File: config.mk
export PLATFORM = sky130hd
export DESIGN_NAME = usb_can_packet_deframer_flat
export DESIGN_NICKNAME = d
export VERILOG_FILES = /design/src/rtl/ucd_pkg.sv /design/src/rtl/ucd_intf.sv /design/src/rtl/ucd_ctrl.sv /design/src/rtl/ucd_dp.sv /design/src/rtl/usb_can_packet_deframer.sv /design/src/flat_wrapper.sv
export SDC_FILE = /design/constraint.sdc
export NUM_CORES = 1
export LEC_CHECK = 0
export ABC_AREA = 1
export BUFFER_PORTS_ARGS = -buffer_cell sky130_fd_sc_hd__buf_2
export CORE_MARGIN = 2
export CORE_UTILIZATION = 63
export CTS_BUF_LIST = sky130_fd_sc_hd__clkbuf_2 sky130_fd_sc_hd__clkbuf_4 sky130_fd_sc_hd__clkbuf_8
export CTS_CLUSTER_DIAMETER = 150
export DETAILED_ROUTE_END_ITERATION = 12
export PLACE_DENSITY = 0.86
export SLEW_MARGIN = 20
export SYNTH_ARGS = -nofsm -noshare
export SYNTH_HDL_FRONTEND = slang
export SYNTH_HIERARCHICAL = 1
export SYNTH_SLANG_ARGS = --single-unit
File: constraint.sdc
create_clock -name clk -period 8.12 [get_ports clk]
set_clock_uncertainty 0.05 [all_clocks]
set_input_delay 0.406 -clock clk [delete_from_list [all_inputs] [get_ports clk]]
set_output_delay 0.406 -clock clk [all_outputs]
set_load 0.005 [all_outputs]
File: src/rtl/ucd_pkg.sv
// ----------------------------------------------------------------------------
// ucd_pkg
// Shared constants and types for the CAN analyzer packet deframer.
// ----------------------------------------------------------------------------
package ucd_pkg;

  localparam logic [7:0] MARK_START = 8'hAA;
  localparam logic [7:0] MARK_END   = 8'h55;
  localparam logic [7:0] TYPE_BASE  = 8'hC0;
  localparam logic [7:0] TYPE_EXT   = 8'h20;
  localparam logic [7:0] TYPE_RTR   = 8'h10;
  localparam logic [7:0] TYPE_DLC   = 8'h0F;
  localparam logic [4:0] SETTINGS_LEN = 5'd20;
  localparam logic [3:0] MAX_DLC    = 4'd8;
  localparam logic [2:0] MAX_OUT    = 3'd4;

  // Buffer read address selection, relative to the head of the buffer.
  localparam logic [1:0] RD_HEAD  = 2'd0;
  localparam logic [1:0] RD_TYPE  = 2'd1;
  localparam logic [1:0] RD_LAST  = 2'd2;
  localparam logic [1:0] RD_FIELD = 2'd3;

  typedef struct packed {
    logic [31:0] can_id;
    logic        is_extended;
    logic        is_remote;
    logic [3:0]  data_length;
    logic [63:0] payload;
    logic        last_of_run;
  } result_t;

  // Commands from the controller to the datapath.
  typedef struct packed {
    logic       cap_byte;
    logic       drop_one;
    logic       drop_total;
    logic       drop_set;
    logic       append;
    logic       rd_en;
    logic [1:0] rd_sel;
    logic       cap_type;
    logic       k_init;
    logic       gather;
    logic       load_pend;
    logic       push_out;
    logic       push_last;
  } cmd_t;

  // Status from the datapath to the controller.
  typedef struct packed {
    logic full;
    logic empty;
    logic lt_two;
    logic lt_set;
    logic lt_total;
    logic byte_aa;
    logic rd_aa;
    logic rd_55;
    logic type_55;
    logic type_bad;
    logic k_last;
    logic out_free;
  } stat_t;

endpackage

File: src/rtl/ucd_intf.sv
// ----------------------------------------------------------------------------
// ucd_in_if / ucd_out_if
// Valid/ready channels for received bytes and decoded CAN frames.
// ----------------------------------------------------------------------------
interface ucd_in_if;
  logic       valid;
  logic       ready;
  logic [7:0] rx_byte;

  modport source (output valid, output rx_byte, input ready);
  modport sink   (input valid, input rx_byte, output ready);
endinterface

interface ucd_out_if;
  logic        valid;
  logic        ready;
  logic [31:0] can_id;
  logic        is_extended;
  logic        is_remote;
  logic [3:0]  data_length;
  logic [63:0] payload;
  logic        last_of_run;

  modport source (output valid, output can_id, output is_extended, output is_remote,
                  output data_length, output payload, output last_of_run, input ready);
  modport sink   (input valid, input can_id, input is_extended, input is_remote,
                  input data_length, input payload, input last_of_run, output ready);
endinterface

File: src/rtl/ucd_ctrl.sv
// ----------------------------------------------------------------------------
// ucd_ctrl
// Sequencer that steps the deframer through append, resync and decode.
// ----------------------------------------------------------------------------
module ucd_ctrl (
  input  logic           clk,
  input  logic           rst_n,
  input  logic           in_valid,
  output logic           in_ready,
  input  ucd_pkg::stat_t stat,
  output ucd_pkg::cmd_t  cmd
);

  localparam logic [3:0] S_IDLE   = 4'd0;
  localparam logic [3:0] S_ENTER  = 4'd1;
  localparam logic [3:0] S_APPEND = 4'd2;
  localparam logic [3:0] S_ALIGN  = 4'd3;
  localparam logic [3:0] S_ACHK   = 4'd4;
  localparam logic [3:0] S_LOOP   = 4'd5;
  localparam logic [3:0] S_TYPE   = 4'd6;
  localparam logic [3:0] S_DECIDE = 4'd7;
  localparam logic [3:0] S_TAIL   = 4'd8;
  localparam logic [3:0] S_FETCH  = 4'd9;
  localparam logic [3:0] S_GATHER = 4'd10;
  localparam logic [3:0] S_EMIT   = 4'd11;
  localparam logic [3:0] S_FINISH = 4'd12;

  logic [3:0] state_r, state_nxt;
  logic       pre_r, pre_nxt;       // aligning before the append of a full buffer
  logic [1:0] n_r, n_nxt;           // frames decoded for this byte
  logic       pend_r, pend_nxt;     // a decoded frame waits in the staging register

  // No byte is taken while reset is held.
  assign in_ready = rst_n && (state_r == S_IDLE);

  always_comb begin
    state_nxt = state_r;
    pre_nxt   = pre_r;
    n_nxt     = n_r;
    pend_nxt  = pend_r;
    cmd       = '0;
    case (state_r)
      S_IDLE: begin
        if (in_valid) begin
          cmd.cap_byte = 1'b1;
          state_nxt    = S_ENTER;
        end
      end
      S_ENTER: begin
        if (stat.full) begin
          cmd.drop_one = 1'b1;
          pre_nxt      = 1'b1;
          state_nxt    = S_ALIGN;
        end else begin
          state_nxt = S_APPEND;
        end
      end
      S_APPEND: begin
        pre_nxt = 1'b0;
        if (stat.empty && !stat.byte_aa) begin
          state_nxt = S_IDLE;
        end else begin
          cmd.append = 1'b1;
          n_nxt      = 2'd0;
          state_nxt  = S_ALIGN;
        end
      end
      S_ALIGN: begin
        if (stat.empty) begin
          state_nxt = pre_r ? S_APPEND : S_LOOP;
        end else begin
          cmd.rd_en  = 1'b1;
          cmd.rd_sel = ucd_pkg::RD_HEAD;
          state_nxt  = S_ACHK;
        end
      end
      S_ACHK: begin
        if (stat.rd_aa) begin
          state_nxt = pre_r ? S_APPEND : S_LOOP;
        end else begin
          cmd.drop_one = 1'b1;
          state_nxt    = S_ALIGN;
        end
      end
      S_LOOP: begin
        if (stat.lt_two) begin
          state_nxt = S_FINISH;
        end else begin
          cmd.rd_en  = 1'b1;
          cmd.rd_sel = ucd_pkg::RD_TYPE;
          state_nxt  = S_TYPE;
        end
      end
      S_TYPE: begin
        cmd.cap_type = 1'b1;
        state_nxt    = S_DECIDE;
      end
      S_DECIDE: begin
        if (stat.type_55) begin
          if (stat.lt_set) begin
            state_nxt = S_FINISH;
          end else begin
            cmd.drop_set = 1'b1;
            state_nxt    = S_ALIGN;
          end
        end else if (stat.type_bad) begin
          cmd.drop_one = 1'b1;
          state_nxt    = S_ALIGN;
        end else if (stat.lt_total) begin
          state_nxt = S_FINISH;
        end else begin
          cmd.rd_en  = 1'b1;
          cmd.rd_sel = ucd_pkg::RD_LAST;
          state_nxt  = S_TAIL;
        end
      end
      S_TAIL: begin
        if (stat.rd_55) begin
          cmd.k_init = 1'b1;
          state_nxt  = S_FETCH;
        end else begin
          cmd.drop_one = 1'b1;
          state_nxt    = S_ALIGN;
        end
      end
      S_FETCH: begin
        cmd.rd_en  = 1'b1;
        cmd.rd_sel = ucd_pkg::RD_FIELD;
        state_nxt  = S_GATHER;
      end
      S_GATHER: begin
        cmd.gather = 1'b1;
        state_nxt  = stat.k_last ? S_EMIT : S_FETCH;
      end
      S_EMIT: begin
        // The previous frame moves on only when the output register can take it.
        if (!pend_r || stat.out_free) begin
          cmd.push_out   = pend_r;
          cmd.load_pend  = 1'b1;
          cmd.drop_total = 1'b1;
          pend_nxt       = 1'b1;
          n_nxt          = n_r + 2'd1;
          if ({1'b0, n_r} == ucd_pkg::MAX_OUT - 3'd1) begin
            state_nxt = S_FINISH;
          end else begin
            state_nxt = S_ALIGN;
          end
        end
      end
      S_FINISH: begin
        if (!pend_r) begin
          state_nxt = S_IDLE;
        end else if (stat.out_free) begin
          cmd.push_out  = 1'b1;
          cmd.push_last = 1'b1;
          pend_nxt      = 1'b0;
          state_nxt     = S_IDLE;
        end
      end
      default: begin
        state_nxt = S_IDLE;
      end
    endcase
  end

  always_ff @(posedge clk) begin
    if (!rst_n) begin
      state_r <= S_IDLE;
      pre_r   <= 1'b0;
      n_r     <= 2'd0;
      pend_r  <= 1'b0;
    end else begin
      state_r <= state_nxt;
      pre_r   <= pre_nxt;
      n_r     <= n_nxt;
      pend_r  <= pend_nxt;
    end
  end

endmodule

File: src/rtl/ucd_dp.sv
// ----------------------------------------------------------------------------
// ucd_dp
// Circular byte buffer, frame field assembly and the result registers.
// ----------------------------------------------------------------------------
module ucd_dp #(
  parameter int BUFFER_BYTES = 20
) (
  input  logic             clk,
  input  logic             rst_n,
  input  logic [7:0]       in_byte,
  input  ucd_pkg::cmd_t    cmd,
  output ucd_pkg::stat_t   stat,
  output logic             out_valid,
  input  logic             out_ready,
  output ucd_pkg::result_t out_data
);

  localparam int AW = $clog2(BUFFER_BYTES);
  localparam int CW = $clog2(BUFFER_BYTES + 1);
  localparam int OW = (CW > 5) ? CW : 5;

  logic [7:0]       mem [BUFFER_BYTES];
  logic [7:0]       rdata_r;
  logic [AW-1:0]    head_r;
  logic [CW-1:0]    count_r;
  logic [7:0]       byte_r;
  logic [7:0]       type_r;
  logic [3:0]       k_r;
  logic [31:0]      id_r;
  logic [63:0]      data_r;
  ucd_pkg::result_t pend_r;
  ucd_pkg::result_t out_r;
  logic             out_valid_r;

  logic [3:0]    dlc;
  logic [2:0]    idlen;
  logic [4:0]    total;
  logic [3:0]    j;
  logic [3:0]    jd;
  logic [OW-1:0] rd_off;
  logic [OW-1:0] drop_amt;
  logic [OW-1:0] count_w;
  logic [AW-1:0] rd_addr;
  logic [AW-1:0] wr_addr;
  logic [AW-1:0] head_adv;

  // Head plus an offset, folded back into the buffer with one subtract.
  function automatic logic [AW-1:0] wrap(input logic [AW-1:0] base, input logic [OW-1:0] off);
    logic [OW:0] sum;
    sum = {{(OW + 1 - AW){1'b0}}, base} + {1'b0, off};
    if (sum >= (OW + 1)'(BUFFER_BYTES)) begin
      sum = sum - (OW + 1)'(BUFFER_BYTES);
    end
    return sum[AW-1:0];
  endfunction

  assign dlc     = type_r[3:0] & ucd_pkg::TYPE_DLC[3:0];
  assign idlen   = ((type_r & ucd_pkg::TYPE_EXT) != 8'd0) ? 3'd4 : 3'd2;
  assign total   = 5'd3 + {2'b00, idlen} + {1'b0, dlc};
  assign j       = k_r - 4'd2;
  assign jd      = j - {1'b0, idlen};
  assign count_w = {{(OW - CW){1'b0}}, count_r};

  always_comb begin
    case (cmd.rd_sel)
      ucd_pkg::RD_HEAD:  rd_off = '0;
      ucd_pkg::RD_TYPE:  rd_off = OW'(1);
      ucd_pkg::RD_LAST:  rd_off = OW'(total - 5'd1);
      ucd_pkg::RD_FIELD: rd_off = OW'(k_r);
      default:           rd_off = '0;
    endcase
    if (cmd.drop_total) begin
      drop_amt = OW'(total);
    end else if (cmd.drop_set) begin
      drop_amt = OW'(ucd_pkg::SETTINGS_LEN);
    end else begin
      drop_amt = OW'(1);
    end
  end

  assign rd_addr  = wrap(head_r, rd_off);
  assign wr_addr  = wrap(head_r, count_w);
  assign head_adv = wrap(head_r, drop_amt);

  always_comb begin
    stat.full     = (count_r == CW'(BUFFER_BYTES));
    stat.empty    = (count_r == '0);
    stat.lt_two   = (count_w < OW'(2));
    stat.lt_set   = (count_w < OW'(ucd_pkg::SETTINGS_LEN));
    stat.lt_total = (count_w < OW'(total));
    stat.byte_aa  = (byte_r == ucd_pkg::MARK_START);
    stat.rd_aa    = (rdata_r == ucd_pkg::MARK_START);
    stat.rd_55    = (rdata_r == ucd_pkg::MARK_END);
    stat.type_55  = (type_r == ucd_pkg::MARK_END);
    stat.type_bad = ((type_r & ucd_pkg::TYPE_BASE) != ucd_pkg::TYPE_BASE) ||
                    (dlc > ucd_pkg::MAX_DLC);
    stat.k_last   = ({1'b0, k_r} == total - 5'd2);
    stat.out_free = !out_valid_r || out_ready;
  end

  always_ff @(posedge clk) begin
    if (cmd.append) begin
      mem[wr_addr] <= byte_r;
    end
    if (cmd.rd_en) begin
      rdata_r <= mem[rd_addr];
    end
  end

  always_ff @(posedge clk) begin
    if (!rst_n) begin
      head_r      <= '0;
      count_r     <= '0;
      out_valid_r <= 1'b0;
    end else begin
      if (cmd.append) begin
        count_r <= count_r + CW'(1);
      end else if (cmd.drop_one || cmd.drop_total || cmd.drop_set) begin
        head_r  <= head_adv;
        count_r <= CW'(count_w - drop_amt);
      end
      if (cmd.push_out) begin
        out_valid_r <= 1'b1;
      end else if (out_ready) begin
        out_valid_r <= 1'b0;
      end
    end
  end

  always_ff @(posedge clk) begin
    if (cmd.cap_byte) begin
      byte_r <= in_byte;
    end
    if (cmd.cap_type) begin
      type_r <= rdata_r;
    end
    if (cmd.k_init) begin
      k_r    <= 4'd2;
      id_r   <= '0;
      data_r <= '0;
    end else if (cmd.gather) begin
      k_r <= k_r + 4'd1;
      if (j < {1'b0, idlen}) begin
        id_r[{j[1:0], 3'b000} +: 8] <= rdata_r;
      end else begin
        data_r[{jd[2:0], 3'b000} +: 8] <= rdata_r;
      end
    end
    if (cmd.push_out) begin
      out_r <= '{can_id:      pend_r.can_id,
                 is_extended: pend_r.is_extended,
                 is_remote:   pend_r.is_remote,
                 data_length: pend_r.data_length,
                 payload:     pend_r.payload,
                 last_of_run: cmd.push_last};
    end
    if (cmd.load_pend) begin
      pend_r <= '{can_id:      id_r,
                  is_extended: (type_r & ucd_pkg::TYPE_EXT) != 8'd0,
                  is_remote:   (type_r & ucd_pkg::TYPE_RTR) != 8'd0,
                  data_length: dlc,
                  payload:     data_r,
                  last_of_run: 1'b0};
    end
  end

  assign out_valid = out_valid_r;
  assign out_data  = out_r;

endmodule

File: src/rtl/usb_can_packet_deframer.sv
// Input: a new byte is taken only after the controller's decode loop for the last byte,
//   which reads the buffer memory one byte at a time through its single read port.
// Reset: synchronous, active low; the buffer empties and no result is pending.
// ----------------------------------------------------------------------------
// usb_can_packet_deframer
// Deframes the variable-length serial packets of a USB-CAN analyzer into CAN
// frames: identifier, extended and remote flags, DLC and payload.
// ----------------------------------------------------------------------------
//
// Structure
//   ucd_ctrl is the sequencer. It accepts one byte at a time, appends it to
//   the buffer, then runs the decode loop: align the head of the buffer on
//   0xAA, fetch the type byte, classify it, check the closing 0x55 and gather
//   the identifier and data bytes one memory read at a time.
//   ucd_dp holds the circular byte buffer (head pointer plus fill count, so a
//   dropped prefix costs no data movement), the field assembly registers, a
//   staging register for the most recent frame and the output register.
//
// Results
//   A decoded frame first waits in the staging register. It is only handed to
//   the output register once the next frame has been found or the loop has
//   ended, because only then is it known whether it is the final frame of the
//   run that the current byte triggered. At most four frames are decoded per
//   byte; anything left behind stays buffered for the next byte.
//
// Flow control
//   A new byte is taken as soon as the sequencer is back at rest, even while
//   the last result transaction of the previous byte is still waiting in the
//   output register. The sequencer stalls whenever the staging register must
//   hand a frame to the output register while that register is still
//   occupied, either when a further frame is found or when the run ends.
// ----------------------------------------------------------------------------
module usb_can_packet_deframer #(
  parameter int BUFFER_BYTES = 20
) (
  input logic       clk,
  input logic       rst_n,
  ucd_in_if.sink    in_ch,
  ucd_out_if.source out_ch
);

  ucd_pkg::cmd_t    cmd;
  ucd_pkg::stat_t   stat;
  ucd_pkg::result_t res;
  logic             in_ready;
  logic             out_valid;

  ucd_ctrl u_ctrl (
    .clk      (clk),
    .rst_n    (rst_n),
    .in_valid (in_ch.valid),
    .in_ready (in_ready),
    .stat     (stat),
    .cmd      (cmd)
  );

  ucd_dp #(
    .BUFFER_BYTES (BUFFER_BYTES)
  ) u_dp (
    .clk       (clk),
    .rst_n     (rst_n),
    .in_byte   (in_ch.rx_byte),
    .cmd       (cmd),
    .stat      (stat),
    .out_valid (out_valid),
    .out_ready (out_ch.ready),
    .out_data  (res)
  );

  assign in_ch.ready        = in_ready;
  assign out_ch.valid       = out_valid;
  assign out_ch.can_id      = res.can_id;
  assign out_ch.is_extended = res.is_extended;
  assign out_ch.is_remote   = res.is_remote;
  assign out_ch.data_length = res.data_length;
  assign out_ch.payload     = res.payload;
  assign out_ch.last_of_run = res.last_of_run;

endmodule

File: src/flat_wrapper.sv
// flat-port wrapper written by rule: the top's interface ports become plain ports
module usb_can_packet_deframer_flat 
#(
  parameter int BUFFER_BYTES = 20
)
  (clk, rst_n, in_ch_valid, in_ch_rx_byte, in_ch_ready, out_ch_valid, out_ch_can_id, out_ch_is_extended, out_ch_is_remote, out_ch_data_length, out_ch_payload, out_ch_last_of_run, out_ch_ready);
  ucd_in_if in_ch_i ();
  ucd_out_if out_ch_i ();
  input logic clk;
  input logic rst_n;
  input wire logic [$bits(in_ch_i.valid)-1:0] in_ch_valid;
  input wire logic [$bits(in_ch_i.rx_byte)-1:0] in_ch_rx_byte;
  output wire logic [$bits(in_ch_i.ready)-1:0] in_ch_ready;
  output wire logic [$bits(out_ch_i.valid)-1:0] out_ch_valid;
  output wire logic [$bits(out_ch_i.can_id)-1:0] out_ch_can_id;
  output wire logic [$bits(out_ch_i.is_extended)-1:0] out_ch_is_extended;
  output wire logic [$bits(out_ch_i.is_remote)-1:0] out_ch_is_remote;
  output wire logic [$bits(out_ch_i.data_length)-1:0] out_ch_data_length;
  output wire logic [$bits(out_ch_i.payload)-1:0] out_ch_payload;
  output wire logic [$bits(out_ch_i.last_of_run)-1:0] out_ch_last_of_run;
  input wire logic [$bits(out_ch_i.ready)-1:0] out_ch_ready;
  assign in_ch_i.valid = in_ch_valid;
  assign in_ch_i.rx_byte = in_ch_rx_byte;
  assign in_ch_ready = in_ch_i.ready;
  assign out_ch_valid = out_ch_i.valid;
  assign out_ch_can_id = out_ch_i.can_id;
  assign out_ch_is_extended = out_ch_i.is_extended;
  assign out_ch_is_remote = out_ch_i.is_remote;
  assign out_ch_data_length = out_ch_i.data_length;
  assign out_ch_payload = out_ch_i.payload;
  assign out_ch_last_of_run = out_ch_i.last_of_run;
  assign out_ch_i.ready = out_ch_ready;
  usb_can_packet_deframer #(.BUFFER_BYTES(BUFFER_BYTES)) u_core (.clk(clk), .rst_n(rst_n), .in_ch(in_ch_i), .out_ch(out_ch_i));
endmodule
==> results.yml <==
die:
  dieHeight_um: 183.1
  pin_count: 117
  initial_core_util: 0.6406
  rows: 65
  die-area_mm2: 0.03353
  die_w_um: 183.1
  core_mm2: 0.03156
sta:
  maxSlewHeadroom: 0.3092
  report.final.slew_viol_count: 0
  layout_setup_ws_ns: 1.433
  period_needed_ns: 6.687
  finalCritPeriodShare: 0.8235
  finalSetupViolations: 0
  fmax_mhz: 149.6
  rsz0062_at_grt: "false"
  worstMarginPinSlew_ns: 1.036
  hold_viol: 0
  finalSetupTns_ns: 0
pwr:
  switching_share: 0.2098
  p_int_mw: 3.998
  p_comb_frac: 0.017
  p_clk_frac: 0.429
  powerDensity_mw_per_mm2: 220.9
  p_seq_frac: 0.554
  peakVddDrop_mv: 0.1661
  power_leakage_nw: 9.246
  p_sw_mw: 1.062
cells_and_area:
  area_growth_pct: 13.32
  fin_nets: 1967
  final_common_cell: "edfxtp_1"
  multi_input_area_mm2: 0.005375
  final_cell_mix: "edfxtp_1 (389), nand2_1 (249), nor2_1 (235)"
  ff_latch_area_mm2: 0.01406
  layout-drive-gt1-share: 0.1504
  fillers: 1988
  antenna_cells: 0
  fin_util: 0.7259
  layoutNonFillerInstCount: 2363
grt:
  track_usage: 0.2688
  antenna_found_initial: 0
  grt_pass1_wl_um: 70420
  gr-total-overflow: 0
  grt_pass1_vias: 13690
  grt_max_degree: 83
setup_path:
  crit_family: "adder cells"
  worstSetupPathType: "register to register"
  critical_path.most_common_cell: "nand2_1"
  crit_slowest_cell: "fa_1"
  crit_buf_inv: 6
  worstPathArrival_ns: 7.12
  cpPeakStageDelay_ns: 1.09
  crit_cells: 31
  critPathMaxFanout: 25
  startpoint_type: "register"
  cp.required_ns: 8.55
  critPathCaptureType: "register"
  rr_worst_depth: 31
drt:
  vias: 13750
  postRouteAntennaNets: 0
  drt_iter0_markers: 1466
  drc: 0
  routed_wirelength_um: 44670
  first_pass_iters: 5
  routed_via_density: 5.820
  wl_per_cell_um: 18.90
synth:
  synthFlopType: "edfxtp_1"
  async_reset_ff_frac: 0
  postSynthNetCount: 1803
  synth_edf_count: 389
  syn_area_per_cell_um2: 11.66
  ys_warn_count: 6
  ys_ff_latch: 508
  netlist_instances: 1734
  ys_types: 51
  yosysSeqAreaShare: 0.6958
  synth_area_mm2: 0.02021
placed_design:
  place.gp.congestion: 0.8925
  place_ws_ns: 1.618
  placed_cells: 2214
  port_buffers: 116
  hpwl_um: 28300
worst_hold_path:
  hold_class: "input port to register"
  hold-path-cell-count: 3
clock_tree:
  clk_path_buf_depth: 3
  cts-resized-gates: 0
  clk_pin_slew_ns: 0.06
  numCtsBuffers: 76
  cts.root.buffer_cell: "clkbuf_8"
  cts_tree: "done"
  htreeDepth: 3
  clk-insertion-delay-late_ns: 0.62
  cts_sinks: 508
job:
  maxCapViolCount: 0
status:
  status: "complete, no violations"
-- routing by layer --
metal  up-vias  wire length [um]  GRT usage
li1       6400                 -          -
met1      6520             17320     0.3417
met2       718             22140     0.4608
met3       114              3909    0.05242
met5         -                 0          0
met4         0              1305     0.1018
-- registers in the layout (all words and copies together) (netlist names) --
| signal | flops |
|---|---|
| u_core/u_ctrl/pre_r | 1 |
| u_core/u_ctrl/pend_r | 1 |
| u_core/u_dp/head_r | 5 |
| u_core/u_dp/data_r | 64 |
| u_core/u_dp/out_valid | 1 |
| u_core/u_dp/count_r | 5 |
| u_core/u_ctrl/n_r | 2 |
| u_core/u_dp/byte_r | 8 |
| u_core/u_ctrl/state_r | 4 |
| u_core/u_dp/k_r | 4 |
| u_core/u_dp/pend_r | 102 |
| u_core/u_dp/mem | 160 |
| u_core/u_dp/id_r | 32 |
| u_core/u_dp/out_data | 103 |
| u_core/u_dp/rdata_r | 8 |
| u_core/u_dp/type_r | 8 |
-- power by group through the flow --
stage	Clock (mW)	Sequential (mW)	Combinational [mW]
6_report	2.17	2.80	0.0846
5_1_grt	2.31	2.80	0.0938
4_1_cts	2.20	2.80	0.0830
3_5_place_dp	0	2.86	0.0795
3_3_place_gp	0	2.86	0.0773
2_1_floorplan	0	2.86	0.0454
-- worst min-delay path: stages --
cell,delay [ns]
buf_2,0.17
nand2_1,0.09
nor2_1,0.03
-- synthesized netlist by cell type (all sizes together), types with 2 or more instances --
| master | count | area (um^2) |
|---|---|---|
| nand2 | 255 | 977.2 |
| xnor2 | 4 | 35.03 |
| xor2 | 18 | 165.2 |
| nor3b | 2 | 26.28 |
| nand3 | 90 | 465.5 |
| nand3b | 2 | 15.01 |
| nor2 | 244 | 950.9 |
| o21bai | 2 | 15.01 |
| a31oi | 9 | 56.30 |
| or2 | 5 | 31.28 |
| a21oi | 86 | 430.4 |
| nand4 | 19 | 131.4 |
| o2111ai | 2 | 17.52 |
| nor4 | 2 | 12.51 |
| fa | 4 | 80.08 |
| nor3 | 8 | 40.04 |
| buf | 14 | 73.82 |
| edfxtp | 389 | 11680 |
| dfxtp | 119 | 2382 |
| a32o | 16 | 160.2 |
| clkinv | 2 | 8.750 |
| a211oi | 7 | 52.55 |
| clkbuf | 36 | 135.1 |
| o21ai | 157 | 789.5 |
| or3 | 2 | 12.51 |
| inv | 152 | 573.1 |
| ha | 53 | 663.1 |
| o22ai | 27 | 168.9 |
| o211ai | 2 | 15.01 |
-- final cells by class --
class | instances | share of cell area
Clock buffer | 113 | 0.06052
Clock inverter | 28 | 0.01071
Inverter | 154 | 0.02540
Multi-Input combinational cell | 1022 | 0.2347
Sequential cell | 508 | 0.6140
Tap cell | 402 | 0.02196
Timing Repair Buffer | 136 | 0.03277
-- logic make-up after synthesis --
| family | Yosys count | synth area share |
|---|---|---|
| AND/OR/NAND/NOR | 631 | 0.1325 |
| flip-flops | 508 | 0.6958 |
| AO/OA/AOI/OAI | 312 | 0.08598 |
| buffers and inverters | 204 | 0.03912 |
| adder cells (fa/ha/maj) | 57 | 0.03677 |
| XOR/XNOR | 22 | 0.009904 |
-- path summary, 6_finish.rpt --
check / slack (ns) / endpoint / start
worst max-delay path: 1.43 / u_core/u_dp/rdata_r[4] / u_core/u_dp/type_r[5]
worst min-delay path: 0.09 / u_core/u_dp/count_r[4] / rst_n
worst max register to register: 1.43 / u_core/u_dp/rdata_r[4] / u_core/u_dp/type_r[5]
worst min register to register: 0.36 / u_core/u_dp/out_data[14] / u_core/u_dp/pend_r[14]
-- timing repair --
action                                 CTS  global route
endpoints found under the hold margin    8             0
hold buffers                             8             0
setup buffers                            0             0
-- stage by stage --
step / total power, mW / hold WS (ns) / cell area, um^2
2_1_floorplan: 2.903 / 0.3503 / 20210
3_3_place_gp: 2.934 / 0.3502 / 21190
3_5_place_dp: 2.937 / 0.3545 / 21190
4_1_cts: 5.084 / 0.06140 / 22900
5_1_grt: 5.208 / 0.08576 / 22910
6_report: 5.060 / 0.08639 / 22910
Power figures use the tool's default switching activity.
